File: src/hdl/pgg_pkg.sv
// Shared types and constants for the palette gradient generator.
// No dependencies; every other file in hdl/ imports this package.
package pgg_pkg;

	// default width of one color channel
	localparam int CHANNEL_BITS_DEF = 6;

	// per-segment blend weights never exceed 256
	localparam int WEIGHT_W = 9;

	// configuration register indexes
	localparam int CFG_INDEX_W = 4;
	localparam logic [CFG_INDEX_W-1:0] REG_RAMP_MODE    = 4'd0;
	localparam logic [CFG_INDEX_W-1:0] REG_START_COLOR  = 4'd1;
	localparam logic [CFG_INDEX_W-1:0] REG_MIDDLE_COLOR = 4'd2;
	localparam logic [CFG_INDEX_W-1:0] REG_FINISH_COLOR = 4'd3;

	// ramp modes
	localparam int MODE_W = 2;
	localparam logic [MODE_W-1:0] MODE_SINGLE = 2'd0;
	localparam logic [MODE_W-1:0] MODE_MIRROR = 2'd1;
	localparam logic [MODE_W-1:0] MODE_CYCLIC = 2'd2;

	// x/85 == ((x+1)*771) >> 16 for every x below 65536
	localparam int DIV85_RECIP = 771;
	localparam int DIV85_SHIFT = 16;

	typedef enum logic [1:0] {
		ANC_START,
		ANC_MIDDLE,
		ANC_FINISH
	} anchor_t;

	// divisor of the weighted sum; DIV_NONE forces black
	typedef enum logic [1:0] {
		DIV_NONE,
		DIV_255,
		DIV_128,
		DIV_85
	} div_t;

	// one ramp segment: result = (wa*A + wb*B) / div
	typedef struct packed {
		logic [WEIGHT_W-1:0] wa;
		logic [WEIGHT_W-1:0] wb;
		anchor_t             sel_a;
		anchor_t             sel_b;
		div_t                div;
	} seg_t;

endpackage

File: src/hdl/palette_gradient_generator.sv
// Top level of the palette gradient generator: config registers, pipeline.
// Depends on pgg_pkg, pgg_seg_decode and pgg_chan_div.
//
// Usage:
//   Input channel in_valid/in_ready: palette_index, one word a cycle while ready.
//   Output channel out_valid/out_ready carries red, green and blue.
//   Config channel cfg_valid/cfg_ready writes cfg_data to the register at
//   cfg_index (0 ramp_mode, 1 start, 2 middle, 3 finish); cfg_ready is
//   always high and writes to other indexes are dropped. Write config only
//   while the pipeline is empty.
// Timing:
//   Three register stages: input register, weighted-sum register, result
//   register, passed through in that order. Throughput is one word per
//   clock while out_ready is high; each stage holds one word.
// Stall:
//   When out_ready is low the result register holds; earlier stages keep
//   filling until all three are full, then in_ready drops.
// Reset:
//   arst_n clears all valid bits and sets ramp_mode 0, start and middle
//   black, finish white.
module palette_gradient_generator #(
	parameter int CHANNEL_BITS = pgg_pkg::CHANNEL_BITS_DEF
) (
	input  logic                             clk,
	input  logic                             arst_n,
	// config write channel
	input  logic                             cfg_valid,
	output logic                             cfg_ready,
	input  logic [pgg_pkg::CFG_INDEX_W-1:0]  cfg_index,
	input  logic [3*CHANNEL_BITS-1:0]        cfg_data,
	// palette index in
	input  logic                             in_valid,
	output logic                             in_ready,
	input  logic [7:0]                       palette_index,
	// color out
	output logic                             out_valid,
	input  logic                             out_ready,
	output logic [CHANNEL_BITS-1:0]          red,
	output logic [CHANNEL_BITS-1:0]          green,
	output logic [CHANNEL_BITS-1:0]          blue
);
	import pgg_pkg::*;

	localparam int COLOR_W = 3 * CHANNEL_BITS;
	localparam int SUM_W   = CHANNEL_BITS + 8;
	localparam int PROD_W  = CHANNEL_BITS + WEIGHT_W;

	// config registers
	logic [MODE_W-1:0]  ramp_mode_q;
	logic [COLOR_W-1:0] start_color_q;
	logic [COLOR_W-1:0] middle_color_q;
	logic [COLOR_W-1:0] finish_color_q;

	// pipeline
	logic                    v_s1, v_s2, v_s3;
	logic [7:0]              idx_s1;
	logic [SUM_W-1:0]        sum_s2 [3];
	div_t                    div_s2;
	logic [CHANNEL_BITS-1:0] chan_s3 [3];

	logic adv1, adv2, adv3;

	seg_t                    seg;
	logic [SUM_W-1:0]        sum_d [3];
	logic [CHANNEL_BITS-1:0] chan_d [3];

	//--------------------------------------------------------------
	// Config port: always ready, a write is registered at the end of its accept cycle
	//--------------------------------------------------------------
	assign cfg_ready = 1'b1;

	always_ff @(posedge clk or negedge arst_n) begin
		if (!arst_n) begin
			ramp_mode_q    <= MODE_SINGLE;
			start_color_q  <= '0;
			middle_color_q <= '0;
			finish_color_q <= '1;
		end else if (cfg_valid && cfg_ready) begin
			unique case (cfg_index)
				REG_RAMP_MODE:    ramp_mode_q    <= cfg_data[MODE_W-1:0];
				REG_START_COLOR:  start_color_q  <= cfg_data;
				REG_MIDDLE_COLOR: middle_color_q <= cfg_data;
				REG_FINISH_COLOR: finish_color_q <= cfg_data;
				default: ;
			endcase
		end
	end

	//--------------------------------------------------------------
	// Flow control: a stage loads when it is empty or drains this cycle
	//--------------------------------------------------------------
	assign adv3     = !v_s3 || out_ready;
	assign adv2     = !v_s2 || adv3;
	assign adv1     = !v_s1 || adv2;
	assign in_ready = adv1;

	always_ff @(posedge clk or negedge arst_n) begin
		if (!arst_n) begin
			v_s1 <= 1'b0;
			v_s2 <= 1'b0;
			v_s3 <= 1'b0;
		end else begin
			if (adv1) v_s1 <= in_valid;
			if (adv2) v_s2 <= v_s1;
			if (adv3) v_s3 <= v_s2;
		end
	end

	//--------------------------------------------------------------
	// Stage 1 -> 2: segment decode, two products per channel, add
	//--------------------------------------------------------------
	pgg_seg_decode u_decode (
		.idx  (idx_s1),
		.mode (ramp_mode_q),
		.seg  (seg)
	);

	for (genvar c = 0; c < 3; c++) begin : g_blend
		// channel 0 red (top bits), 1 green, 2 blue (low bits)
		localparam int LSB = (2 - c) * CHANNEL_BITS;

		logic [CHANNEL_BITS-1:0] s_ch, m_ch, f_ch;
		logic [CHANNEL_BITS-1:0] a_ch, b_ch;
		logic [PROD_W-1:0]       prod_a, prod_b, prod_sum;

		assign s_ch = start_color_q[LSB +: CHANNEL_BITS];
		assign m_ch = middle_color_q[LSB +: CHANNEL_BITS];
		assign f_ch = finish_color_q[LSB +: CHANNEL_BITS];

		always_comb begin
			unique case (seg.sel_a)
				ANC_START:  a_ch = s_ch;
				ANC_MIDDLE: a_ch = m_ch;
				ANC_FINISH: a_ch = f_ch;
				default:    a_ch = '0;
			endcase
			unique case (seg.sel_b)
				ANC_START:  b_ch = s_ch;
				ANC_MIDDLE: b_ch = m_ch;
				ANC_FINISH: b_ch = f_ch;
				default:    b_ch = '0;
			endcase
		end

		assign prod_a   = PROD_W'(seg.wa) * PROD_W'(a_ch);
		assign prod_b   = PROD_W'(seg.wb) * PROD_W'(b_ch);
		// weights sum to at most 256, so the total fits SUM_W bits
		assign prod_sum = prod_a + prod_b;
		assign sum_d[c] = prod_sum[SUM_W-1:0];
	end

	//--------------------------------------------------------------
	// Stage 2 -> 3: constant division and clamp per channel
	//--------------------------------------------------------------
	for (genvar c = 0; c < 3; c++) begin : g_div
		pgg_chan_div #(
			.CHANNEL_BITS (CHANNEL_BITS)
		) u_div (
			.sum  (sum_s2[c]),
			.div  (div_s2),
			.chan (chan_d[c])
		);
	end

	// payload registers, no reset
	always_ff @(posedge clk) begin
		if (adv1 && in_valid) idx_s1 <= palette_index;
		if (adv2 && v_s1) begin
			sum_s2 <= sum_d;
			div_s2 <= seg.div;
		end
		if (adv3 && v_s2) chan_s3 <= chan_d;
	end

	assign out_valid = v_s3;
	assign red       = chan_s3[0];
	assign green     = chan_s3[1];
	assign blue      = chan_s3[2];

endmodule

File: src/hdl/pgg_seg_decode.sv
// Segment decoder: maps palette index and ramp mode to blend weights,
// anchor selects and divisor. Depends on pgg_pkg.
module pgg_seg_decode (
	input  logic [7:0]                idx,
	input  logic [pgg_pkg::MODE_W-1:0] mode,
	output pgg_pkg::seg_t              seg
);
	import pgg_pkg::*;

	logic [WEIGHT_W-1:0] k9;
	logic [WEIGHT_W-1:0] j_mir;
	logic [WEIGHT_W-1:0] j_mid;
	logic [WEIGHT_W-1:0] j_top;

	assign k9    = {1'b0, idx};
	assign j_mir = k9 - 9'd127;
	assign j_mid = k9 - 9'd85;
	assign j_top = k9 - 9'd170;

	always_comb begin
		seg.wa    = '0;
		seg.wb    = '0;
		seg.sel_a = ANC_START;
		seg.sel_b = ANC_FINISH;
		seg.div   = DIV_NONE;
		if (idx != 8'd0) begin
			unique case (mode)
				MODE_SINGLE: begin
					seg.wa    = k9;
					seg.sel_a = ANC_START;
					seg.wb    = 9'd256 - k9;
					seg.sel_b = ANC_FINISH;
					seg.div   = DIV_255;
				end
				MODE_MIRROR: begin
					seg.div = DIV_128;
					if (k9 <= 9'd128) begin
						seg.wa    = k9;
						seg.sel_a = ANC_FINISH;
						seg.wb    = 9'd128 - k9;
						seg.sel_b = ANC_START;
					end else begin
						seg.wa    = j_mir;
						seg.sel_a = ANC_START;
						seg.wb    = 9'd128 - j_mir;
						seg.sel_b = ANC_FINISH;
					end
				end
				MODE_CYCLIC: begin
					seg.div = DIV_85;
					priority if (k9 <= 9'd85) begin
						seg.wa    = k9;
						seg.sel_a = ANC_MIDDLE;
						seg.wb    = 9'd86 - k9;
						seg.sel_b = ANC_START;
					end else if (k9 <= 9'd170) begin
						seg.wa    = j_mid;
						seg.sel_a = ANC_FINISH;
						seg.wb    = 9'd86 - j_mid;
						seg.sel_b = ANC_MIDDLE;
					end else begin
						seg.wa    = j_top;
						seg.sel_a = ANC_START;
						seg.wb    = 9'd86 - j_top;
						seg.sel_b = ANC_FINISH;
					end
				end
				default: begin
					// unused mode: black
					seg.div = DIV_NONE;
				end
			endcase
		end
	end

endmodule

File: src/hdl/pgg_chan_div.sv
// Constant divider for one channel: weighted sum / 255, 128 or 85 (zero for DIV_NONE),
// then clamp to the channel range. Depends on pgg_pkg.
module pgg_chan_div #(
	parameter int CHANNEL_BITS = pgg_pkg::CHANNEL_BITS_DEF
) (
	input  logic [CHANNEL_BITS+7:0] sum,
	input  pgg_pkg::div_t           div,
	output logic [CHANNEL_BITS-1:0] chan
);
	import pgg_pkg::*;

	localparam int SUM_W = CHANNEL_BITS + 8;
	localparam int Q_W   = CHANNEL_BITS + 3;
	localparam int P85_W = SUM_W + 11;

	logic [SUM_W:0]   t255;
	logic [P85_W-1:0] p85;
	logic [Q_W-1:0]   q;
	logic [Q_W-1:0]   ch_max;

	// x/255 == (x + (x>>8) + 1) >> 8 below 65535
	assign t255 = {1'b0, sum} + (SUM_W+1)'(sum >> 8) + (SUM_W+1)'(1);
	assign p85  = P85_W'({1'b0, sum} + (SUM_W+1)'(1)) * P85_W'(DIV85_RECIP);
	assign ch_max = {3'b000, {CHANNEL_BITS{1'b1}}};

	always_comb begin
		unique case (div)
			DIV_255:  q = {2'b00, t255[SUM_W:8]};
			DIV_128:  q = {2'b00, sum[SUM_W-1:7]};
			DIV_85:   q = p85[P85_W-1:DIV85_SHIFT];
			DIV_NONE: q = '0;
		endcase
	end

	assign chan = (q > ch_max) ? {CHANNEL_BITS{1'b1}} : q[CHANNEL_BITS-1:0];

endmodule
File: config.mk
export PLATFORM = sky130hd
export DESIGN_NAME = palette_gradient_generator
export DESIGN_NICKNAME = d
export VERILOG_FILES = /design/src/hdl/pgg_pkg.sv /design/src/hdl/palette_gradient_generator.sv /design/src/hdl/pgg_seg_decode.sv /design/src/hdl/pgg_chan_div.sv
export SDC_FILE = /design/constraint.sdc
export NUM_CORES = 1
export LEC_CHECK = 0
export ABC_CLOCK_PERIOD_IN_PS = 8400
export BUFFER_PORTS_ARGS = -buffer_cell sky130_fd_sc_hd__buf_2
export CAP_MARGIN = 20
export CORE_MARGIN = 10
export CORE_UTILIZATION = 60
export DETAILED_ROUTE_END_ITERATION = 16
export MAX_ROUTING_LAYER = met4
export PLACE_DENSITY_LB_ADDON = 0.1
export RECOVER_POWER = 100
export SLEW_MARGIN = 40
export SYNTH_ARGS = -nofsm -noshare
export SYNTH_HDL_FRONTEND = slang
export SYNTH_SLANG_ARGS = --single-unit
File: constraint.sdc
create_clock -name clk -period 8.4 [get_ports clk]
set_input_delay 1.68 -clock clk [delete_from_list [all_inputs] [get_ports clk]]
set_output_delay 1.68 -clock clk [all_outputs]
set_load 0.05 [all_outputs]
# --- Yosys cells after proc, flatten, opt, wreduce, memory -nomap -nowiden ---
# Index checks and enable logic that the tools add are counted.
word_totals:
  regBits: 129
  input_bits: 35
  out_inout_bits: 21
  elab_cells: 97
op_classes:
  addsub: 21
  multipliers: 9
  order_cmp: 6
  eq_ne: 12
  mux: 15
  n_reduce_logical: 19
ops:
  columns: ["operator", "count"]
  rows:
  - ["$pmux W6 S3", 6]
  - ["$pmux W9 S4", 3]
  - ["$mul A9 B6 Y14", 6]
  - ["$mul A25 B10 Y25 const B", 3]
  - ["$mux W22", 3]
  - ["$pmux W22 S3", 1]
  - ["$add A14 B1 Y15 const B", 3]
  - ["$add A14 B6 Y15", 3]
  - ["$add A15 B1 Y15 const B", 3]
  - ["$add A14 B14 Y14", 3]
  - ["$gt A9 B6 Y1 const B", 3]
  - ["$mux W24", 1]
  - ["$sub A7 B9 Y9 const A", 2]
  - ["$sub A8 B7 Y9 const B", 2]
  - ["$le A8 B8 Y1 const B", 2]
  - ["$eq A2 B2 Y1 const B", 5]
  - ["$sub A7 B8 Y9 const A", 1]
  - ["$sub A8 B8 Y9 const A", 1]
  - ["$sub A8 B8 Y9 const B", 1]
  - ["$sub A8 B9 Y9 const A", 1]
  - ["$sub A9 B8 Y9 const A", 1]
  - ["$eq A2 B1 Y1 const B", 4]
  - ["$eq A4 B2 Y1 const B", 2]
  - ["$le A8 B7 Y1 const B", 1]
  - ["other kinds (9)", 21]

# --- Logic depth before layout (Yosys ltp) ---
# Gate-level depths: netlist of the first run.
logic_depth:
  ltp_word: 10
  mapped_depth: 36
  ltp_nobuf: 35

# --- Modules after synthesis ---
# A second synthesis of the first run with hierarchy kept.
unflattened:
  hier_cells: 2726
  hier_area_um2: 25040.3
modules_own_cells:
  columns: ["module", "instances", "cells_per_inst", "area_per_inst_um2", "seq_area_each_um2"]
  rows:
  - ["palette_gradient_generator", 1, 1465, 14969.4, 3601.0]
  - ["pgg_chan_div (g_div[1].u_div ...)", 2, 335, 2812.7, 0.0]
  - ["pgg_chan_div (g_div[0].u_div)", 1, 351, 2850.2, 0.0]
  - ["pgg_seg_decode", 1, 240, 1595.3, 0.0]

# --- Worst setup path before layout of the first run ---
# Ideal clock, no wire load.
synth_path:
  path_type: "flip-flop to flip-flop"
  startpoint: "reg idx_s1[2]"
  endpoint: "reg sum_s2[41] in the netlist's numbering, data pin"
  setup_ns: 0.268
  t_arrival_ns: 7.406
  required_time_ns: 8.132
  path_slack_ns: 0.726
  path_stages_with_launch: 34
  path_buffers: 2
  period_less_slack_ns: 7.674
  path_cell_list: "edfxtp_1 > clkbuf_1 > inv_1 > ha_1 > nand2b_1 > o21a_1 > nor2_2 > a211oi_1 > or2_2 > ha_1 > o311ai_0 > a21oi_1 > o32ai_1 > a21o_1 > nand3_1 > a21oi_2 > buf_2 > nand2_1 > fa_1 > inv_1 > fa_1 > fa_1 > fa_1 > inv_1 > fa_1 > inv_1 > ha_1 > a21oi_1 > o21ai_0 > a21oi_1 > nor2b_1 > o21ai_0 > a21oi_1 > xnor3_1"
synth_via:
  elab_chain_len: 9
  elab_cells_between_ends: 29
  classes_between: "add/sub (10); mul (2); order compare (3); eq/ne (4); mux (7); reduce/logical (3)"
synth_lines:
  columns: ["item", "line_no", "text"]
  rows:
  - ["start: declaration", "palette_gradient_generator.sv:56", "logic [7:0] idx_s1;"]
  - ["start signal: assignment", "palette_gradient_generator.sv:167", "if (adv1 && in_valid) idx_s1 <= palette_index;"]
  - ["parallel branches: the longest is 4 deep, another holds $sub A8 B8 Y9", null, null]
  - ["$mux W24 (*)", "pgg_seg_decode.sv:26", "if (idx != 8'd0) begin"]
  - ["$eq A2 B2 Y1 (tied with other cells)", "palette_gradient_generator.sv:131", "unique case (seg.sel_a)"]
  - ["$pmux W6 S3, on equally long branches", "palette_gradient_generator.sv:131, palette_gradient_generator.sv:137", null]
  - ["$mul A9 B6 Y14, on equally long branches", "palette_gradient_generator.sv:145, palette_gradient_generator.sv:146", null]
  - ["$add A14 B14 Y14 (*)", "palette_gradient_generator.sv:148", "assign prod_sum = prod_a + prod_b;"]
  - ["net g_blend[0].prod_sum[13]", "palette_gradient_generator.sv:124", "logic [PROD_W-1:0] prod_a, prod_b, prod_sum;"]
  - ["end signal: assignment", "palette_gradient_generator.sv:169", "sum_s2 <= sum_d;"]
  - ["end: declaration", "palette_gradient_generator.sv:57", "logic [SUM_W-1:0] sum_s2 [3];"]
# Mark *: on every way through the listed nets, which the timed path passes.
# A chain may end at the register's enable or synchronous reset.

# --- Final worst setup path of the first run ---
layout_path:
  startpoint: "reg idx_s1[1]"
  endpoint: "reg sum_s2[41] in the netlist's numbering, data pin"
# Same word-level chain as after synthesis.

==> metrics.yaml, run 1 <==
viasPerCell: 5.764
area_growth_syn_to_layout_pct: 7.106
crit_path_end_kind: "flip-flop"
detailed_place_hpwl_um: 49030
grt_pass1_vias: 19600
placed_area_sq_um: 25440
fin_nets: 3464
die_h_um: 221.5
slew_headroom: -0.8967
cts_made_buffers: 17
wirelength_um: 59990
yosys_warnings: 0
fin_skew_ps: 17.63
critPathSlowestCell: "fa_1"
async_flop_share: 0.4574
max_cap_viol_count: 3
htreeDepth: 4
hp-class: "reg2reg"
synth_area_per_cell_sq_um: 9.025
min_period_ps: 8033
yosysMostFrequentCell: "inv_1"
report.final.slew_viol_count: 107
final_layout_size_suffix_gt1_frac: 0.09473
cp_common_cell: "fa_1"
crit_family: "adder cells"
synth.area.top_cells: "fa_1 22%, ha_1 20%, edfxtp_1 8.6%, inv_1 7.6%, nand2_1 5.0%"
drc: 0
cp-start-kind: "flip-flop"
violations: "max-capacitance violations, max-slew violations"
max_freq_mhz: 124.5
synth_nets: 3388
clock_latency_ps: 470
ys.flop_type: "edfxtp_1"
antenna_left: 0
first_pass_iters: 6
placed_cells: 3271
cts_max_path_buffers: 2
synthXorXnorAreaFrac: 0.05488
synthMuxAreaShare: 0.04147
synth_top_family_by_area: "adder cells"
synth_simple_gate_area_frac: 0.1401
grt_max_degree: 60
finalHoldViolations: 0
numClockSinks: 129
grt-ovfl-total: 0
antenna_found_initial: 1
critPathBufInv: 5
die_x_um: 221.5
required_ps: 8620
crit_fanout: 6
ys_seq_elements: 129
clk_pin_slew_ps: 80
status: "finished, violations left"
grt_usage: 0.2532
synth_cells: 2698
fin_crit_sh: 0.9564
yosysTopAreaCell: "fa_1"
ys_types: 84
arrival_ps: 8250
cts_hold_buf: 0
cts-root-buf: "clkbuf_16"
diodes: 0
grt_pass1_wl_um: 99320
wire_per_inst_um: 18.11
num_rows: 73
tightest_slew_ps: 2845
synth_common_cells: "493 x inv_1, 382 x ha_1, 323 x nand2_1, 273 x fa_1, 131 x nor2_1"
start_util: 0.6100
syn_area_sq_um: 24350
die-area_sq_um: 49040
slowest_delay_ps: 560
finalNonFillerCells: 3312
yosys.area.top_type_share: 0.2244
place.gp.congestion: 0.9515
crit_type: "reg2reg"
cts_tree: "built"
finalInstanceArea_sq_um: 26080
setup_violations: 0
core_area_sq_um: 39910
synth-compound-area-share: 0.1057
vias: 19090
first_iter_violations: 1207
synth-edff-count: 70
port_buffers: 54
yosysSeqAreaShare: 0.1479
io_pins: 56
yosys.area_share.adder: 0.4207
-- logic make-up after synthesis --
kind of cell | count (synthesis)
other cells | 1
simple gates | 734
mux | 94
xor+xnor | 147
flops | 129
fa+ha+maj | 655
buf+inv | 560
compound gates | 378
-- placed cells by master, fill, tap and decap left out, drive strengths merged, types with 43 or more instances in the layout --
cell type and instances:
a21oi 97, and2 58, buf 99, clkbuf 43, edfxtp 70, fa 273, ha 382, inv 504
mux2 55, nand2 324, nand3 61, nor2 137, o21ai 103, xnor2 100, xor2 44
-- final timing paths --
path                           start                end  slack, ps  depth (start not counted)
hold reg to reg                 v_s1               v_s2        480                          1
setup / recovery           idx_s1[1]         sum_s2[41]        370                         32
max in group asynchronous     arst_n               v_s2       4160                          3
min in group asynchronous     arst_n  start_color_q[17]       1400                          2
hold / removal                  v_s1               v_s2        480                          1
setup reg to reg           idx_s1[1]         sum_s2[41]        370                         32
-- registers in the layout, summed over array words and instances, names as in the netlist --
name,cells
finish_color_q,18
ramp_mode_q,2
v_s2,1
green,6
out_valid,1
div_s2,2
red,6
start_color_q,18
idx_s1,8
sum_s2,42
v_s1,1
middle_color_q,18
blue,6
-- area by class of cell --
type | count | area (sq um)
flip-flops and latches | 129 | 3601
well taps | 525 | 656.9
multi-input cells | 2009 | 18630
clock inverters | 14 | 140.1
repair buffers | 124 | 758.2
fillers | 3392 | 13830
clock buffers | 18 | 439.2
inverters | 493 | 1851
-- worst reg2reg max path, delay by kind of cell, from the launching register on --
kind	cells	cell delay (ps)
buf+inv	5	480
flops	1	420
fa+ha+maj	8	3390
compound gates	9	1470
xor+xnor	2	580
simple gates	8	1450
-- per-stage QoR --
step                        util  hold slack [ps]  setup WS (ps)  TNS, ps
after floorplan                -            449.4          726.2        0
after global placement    0.6371            466.5          193.9        0
after detailed placement  0.6374            485.2          62.02        0
after CTS                 0.6519            491.6          64.80        0
after global routing      0.6534            517.7         -13.13   -27.95
final                     0.6534            481.5          366.5        0
-- layer usage --
layer / share of wire / vias to the layer above / track usage
met5: 0 / - / -
met1: 0.44 / 9426 / 0.3200
met4: 0.032 / 0 / 0.08922
met3: 0.052 / 107 / 0.03335
met2: 0.48 / 557 / 0.4111
li1: - / 8999 / -
-- timing repair --
| action | CTS | global route |
|---|---|---|
| endpoints found under the setup margin | 0 | 10 |
| gates resized for setup | 0 | 13 |
| setup buffers | 0 | 8 |
| hold endpoints to repair | 0 | 0 |
Power of run 1 is not shown: default switching activity piles up to over one toggle a cycle in this logic, so the estimate is an artifact.
==> run 2, diff against run 1 <==
--- a/config.mk
+++ b/config.mk
@@ -5,7 +5,7 @@
 export SDC_FILE = /design/constraint.sdc
 export NUM_CORES = 1
 export LEC_CHECK = 0
-export ABC_CLOCK_PERIOD_IN_PS = 8400
+export ABC_CLOCK_PERIOD_IN_PS = 9700
 export BUFFER_PORTS_ARGS = -buffer_cell sky130_fd_sc_hd__buf_2
 export CAP_MARGIN = 20
 export CORE_MARGIN = 10
==> constraint.sdc (replaced) <==
create_clock -name clk -period 9.7 [get_ports clk]
set_input_delay 1.94 -clock clk [delete_from_list [all_inputs] [get_ports clk]]
set_output_delay 1.94 -clock clk [all_outputs]
set_load 0.05 [all_outputs]
==> run 2 against run 1 <==
The run still ends with max-capacitance violations, max-slew violations left. Critical path depth is 5 lower. Hold slack improved by 10 ps. Utilization shrank 0.85 points. Via count down 1.9%. Non-clock buffer count decreased by 48. Flip-flop and latch count did not move. Wire length shrank 2.5%. Global-route usage down 0.55 points. Count of clock-buffer cells in the layout is 1 higher. Die area is the same. Cell count shrank 1.4%. Critical endpoint unchanged.
==> metrics.yaml, run 2 (same netlist as run 1, synthesis figures left out) <==
status: "finished, violations left"
violations: "max-capacitance violations, max-slew violations"
die_x_um: 221.5  # unchanged
slew_headroom: -1.146  # -0.2495
clock_latency_ps: 470  # about the same
port_buffers: 54  # unchanged
cts_made_buffers: 17  # unchanged
report.final.slew_viol_count: 124  # +16%
tightest_slew_ps: 3219  # +374.3 ps
wire_per_inst_um: 17.92  # -1.1%
clk_pin_slew_ps: 80  # about the same
r2r-end: "sum_s2[41]"
finalSetupTns_ps: 0  # unchanged
post-cts-setup-buffers: 0  # unchanged
fillers: 3391  # -0.029%
postCtsResizedCells: 0  # unchanged
setup_violations: 0  # unchanged
fin_skew_ps: 17.89  # +0.2598 ps
min_period_ps: 8888  # +854.2 ps
grt-ovfl-total: 0  # unchanged
grt_pass1_vias: 19270  # -1.7%
rrSetupSlack_ps: 810  # +450 ps
finalHoldViolations: 0  # unchanged
crit_path_end_kind: "flip-flop"
vias: 18720  # -1.9%
first_pass_iters: 6  # unchanged
grt_max_degree: 60  # unchanged
viasPerCell: 5.735  # -0.50%
crit_type: "reg2reg"
drc: 0  # unchanged
final_layout_size_suffix_gt1_frac: 0.07484  # -0.01988
wirelength_um: 58480  # -2.5%
placed_area_sq_um: 25180  # -1.0%
max_flop_register: "sum_s2"
hp-class: "reg2reg"
crit_fanout: 19  # +13
placed_cells: 3232  # -1.2%
use_met3: 0.03335  # unchanged
cts_hold_buf: 0  # unchanged
largest_register_ffs: 42  # unchanged
io_pins: 56  # unchanged
cts_tree: "built"
layout_common_cells: "493 x inv_1, 382 x ha_1, 323 x nand2_1"
numClockSinks: 129  # unchanged
cts_max_path_buffers: 2  # unchanged
required_ps: 9920  # +1300 ps
num_rows: 73  # unchanged
area_growth_syn_to_layout_pct: 5.714
htreeDepth: 4  # unchanged
holdCritStartpoint: "v_s1"
cts-root-buf: "clkbuf_16"
final_common_cell: "inv_1"
detailed_place_hpwl_um: 47970  # -2.2%
die-area_sq_um: 49040  # unchanged
max_cap_viol_count: 3  # unchanged
finalInstanceArea_sq_um: 25740  # -1.3%
rsz0062_at_grt: "no"
place.gp.congestion: 0.9264  # -2.6%
die_h_um: 221.5  # unchanged
fin_nets: 3416  # -1.4%
grt_pass1_wl_um: 97350  # -2.0%
grt.busiest_layer: "met2"
max_freq_mhz: 112.5  # -9.6%
core_area_sq_um: 39910  # unchanged
finalNonFillerCells: 3264  # -1.4%
grtUsageMet2: 0.4063  # -0.004807
holdPathStages: 1  # unchanged
antenna_left: 0  # unchanged
grt_usage: 0.2476  # -0.005513
fin_crit_sh: 0.9163  # -0.04011
antenna_found_initial: 0  # -1
start_util: 0.6100  # unchanged
holdPathEnd: "v_s2"
reg2regPathDepth: 27  # -16%
diodes: 0  # unchanged
arrival_ps: 9100  # +850 ps
cp-start-kind: "flip-flop"
met1_usage: 0.3158  # -0.004284
first_iter_violations: 1127  # -6.6%
rr_startpoint: "idx_s1[0]"
[run 2: area by class of cell]
class | count | area [sq um] | area share
Sequential cell | 129 | 3601 | 0.1399
Timing Repair Buffer | 76 | 410.4 | 0.01594
Tap cell | 525 | 656.9 | 0.02552
Clock inverter | 13 | 161.4 | 0.006270
Inverter | 493 | 1851 | 0.07189
Clock buffer | 19 | 454.2 | 0.01764
Multi-Input combinational cell | 2009 | 18610 | 0.7228
[run 2: worst max path at each step]
stage                    from    endpoint  slack, ps
floorplan           idx_s1[2]  sum_s2[41]       2030
global placement    idx_s1[2]  sum_s2[41]       1180
detailed placement  idx_s1[0]  sum_s2[40]       1040
CTS                 idx_s1[0]  sum_s2[41]        990
global route        idx_s1[0]  sum_s2[41]        200
finish              idx_s1[0]  sum_s2[41]        810
[run 2: through the flow]
stage,util,hold WS [ps],setup slack (ps)
floorplan,-,449.4,2026
global placement,0.6296,454.2,1180
detailed placement,0.6309,499.6,1040
CTS,0.6463,504.0,991.8
global route,0.6449,525.8,198.0
finish,0.6449,491.6,812.4
[run 2: routing by layer]
metal  routed length [um]  vias up
met5                    0        -
li1                     -     8909
met2                27930      511
met1                26220     9211
met3                 2987       87
met4                 1345        0
[run 2: critical path, stage by stage, from the launching register on]
cell	delay [ps]
edfxtp_1	680
inv_1	200
ha_1	290
nor2b_1	210
a31oi_4	570
nand2_1	240
nor2_4	600
a31oi_1	210
buf_4	290
mux2i_1	140
o21ai_0	1100
nand2_1	170
fa_1	530
inv_1	50
fa_1	460
fa_1	490
inv_1	60
fa_1	530
inv_1	40
ha_1	330
a21o_1	190
a21oi_1	200
o21ai_0	120
a21oi_1	220
nor2b_1	70
o21ai_0	190
a21oi_1	90
xnor3_1	350
Power of run 2 is left out for the same reason.
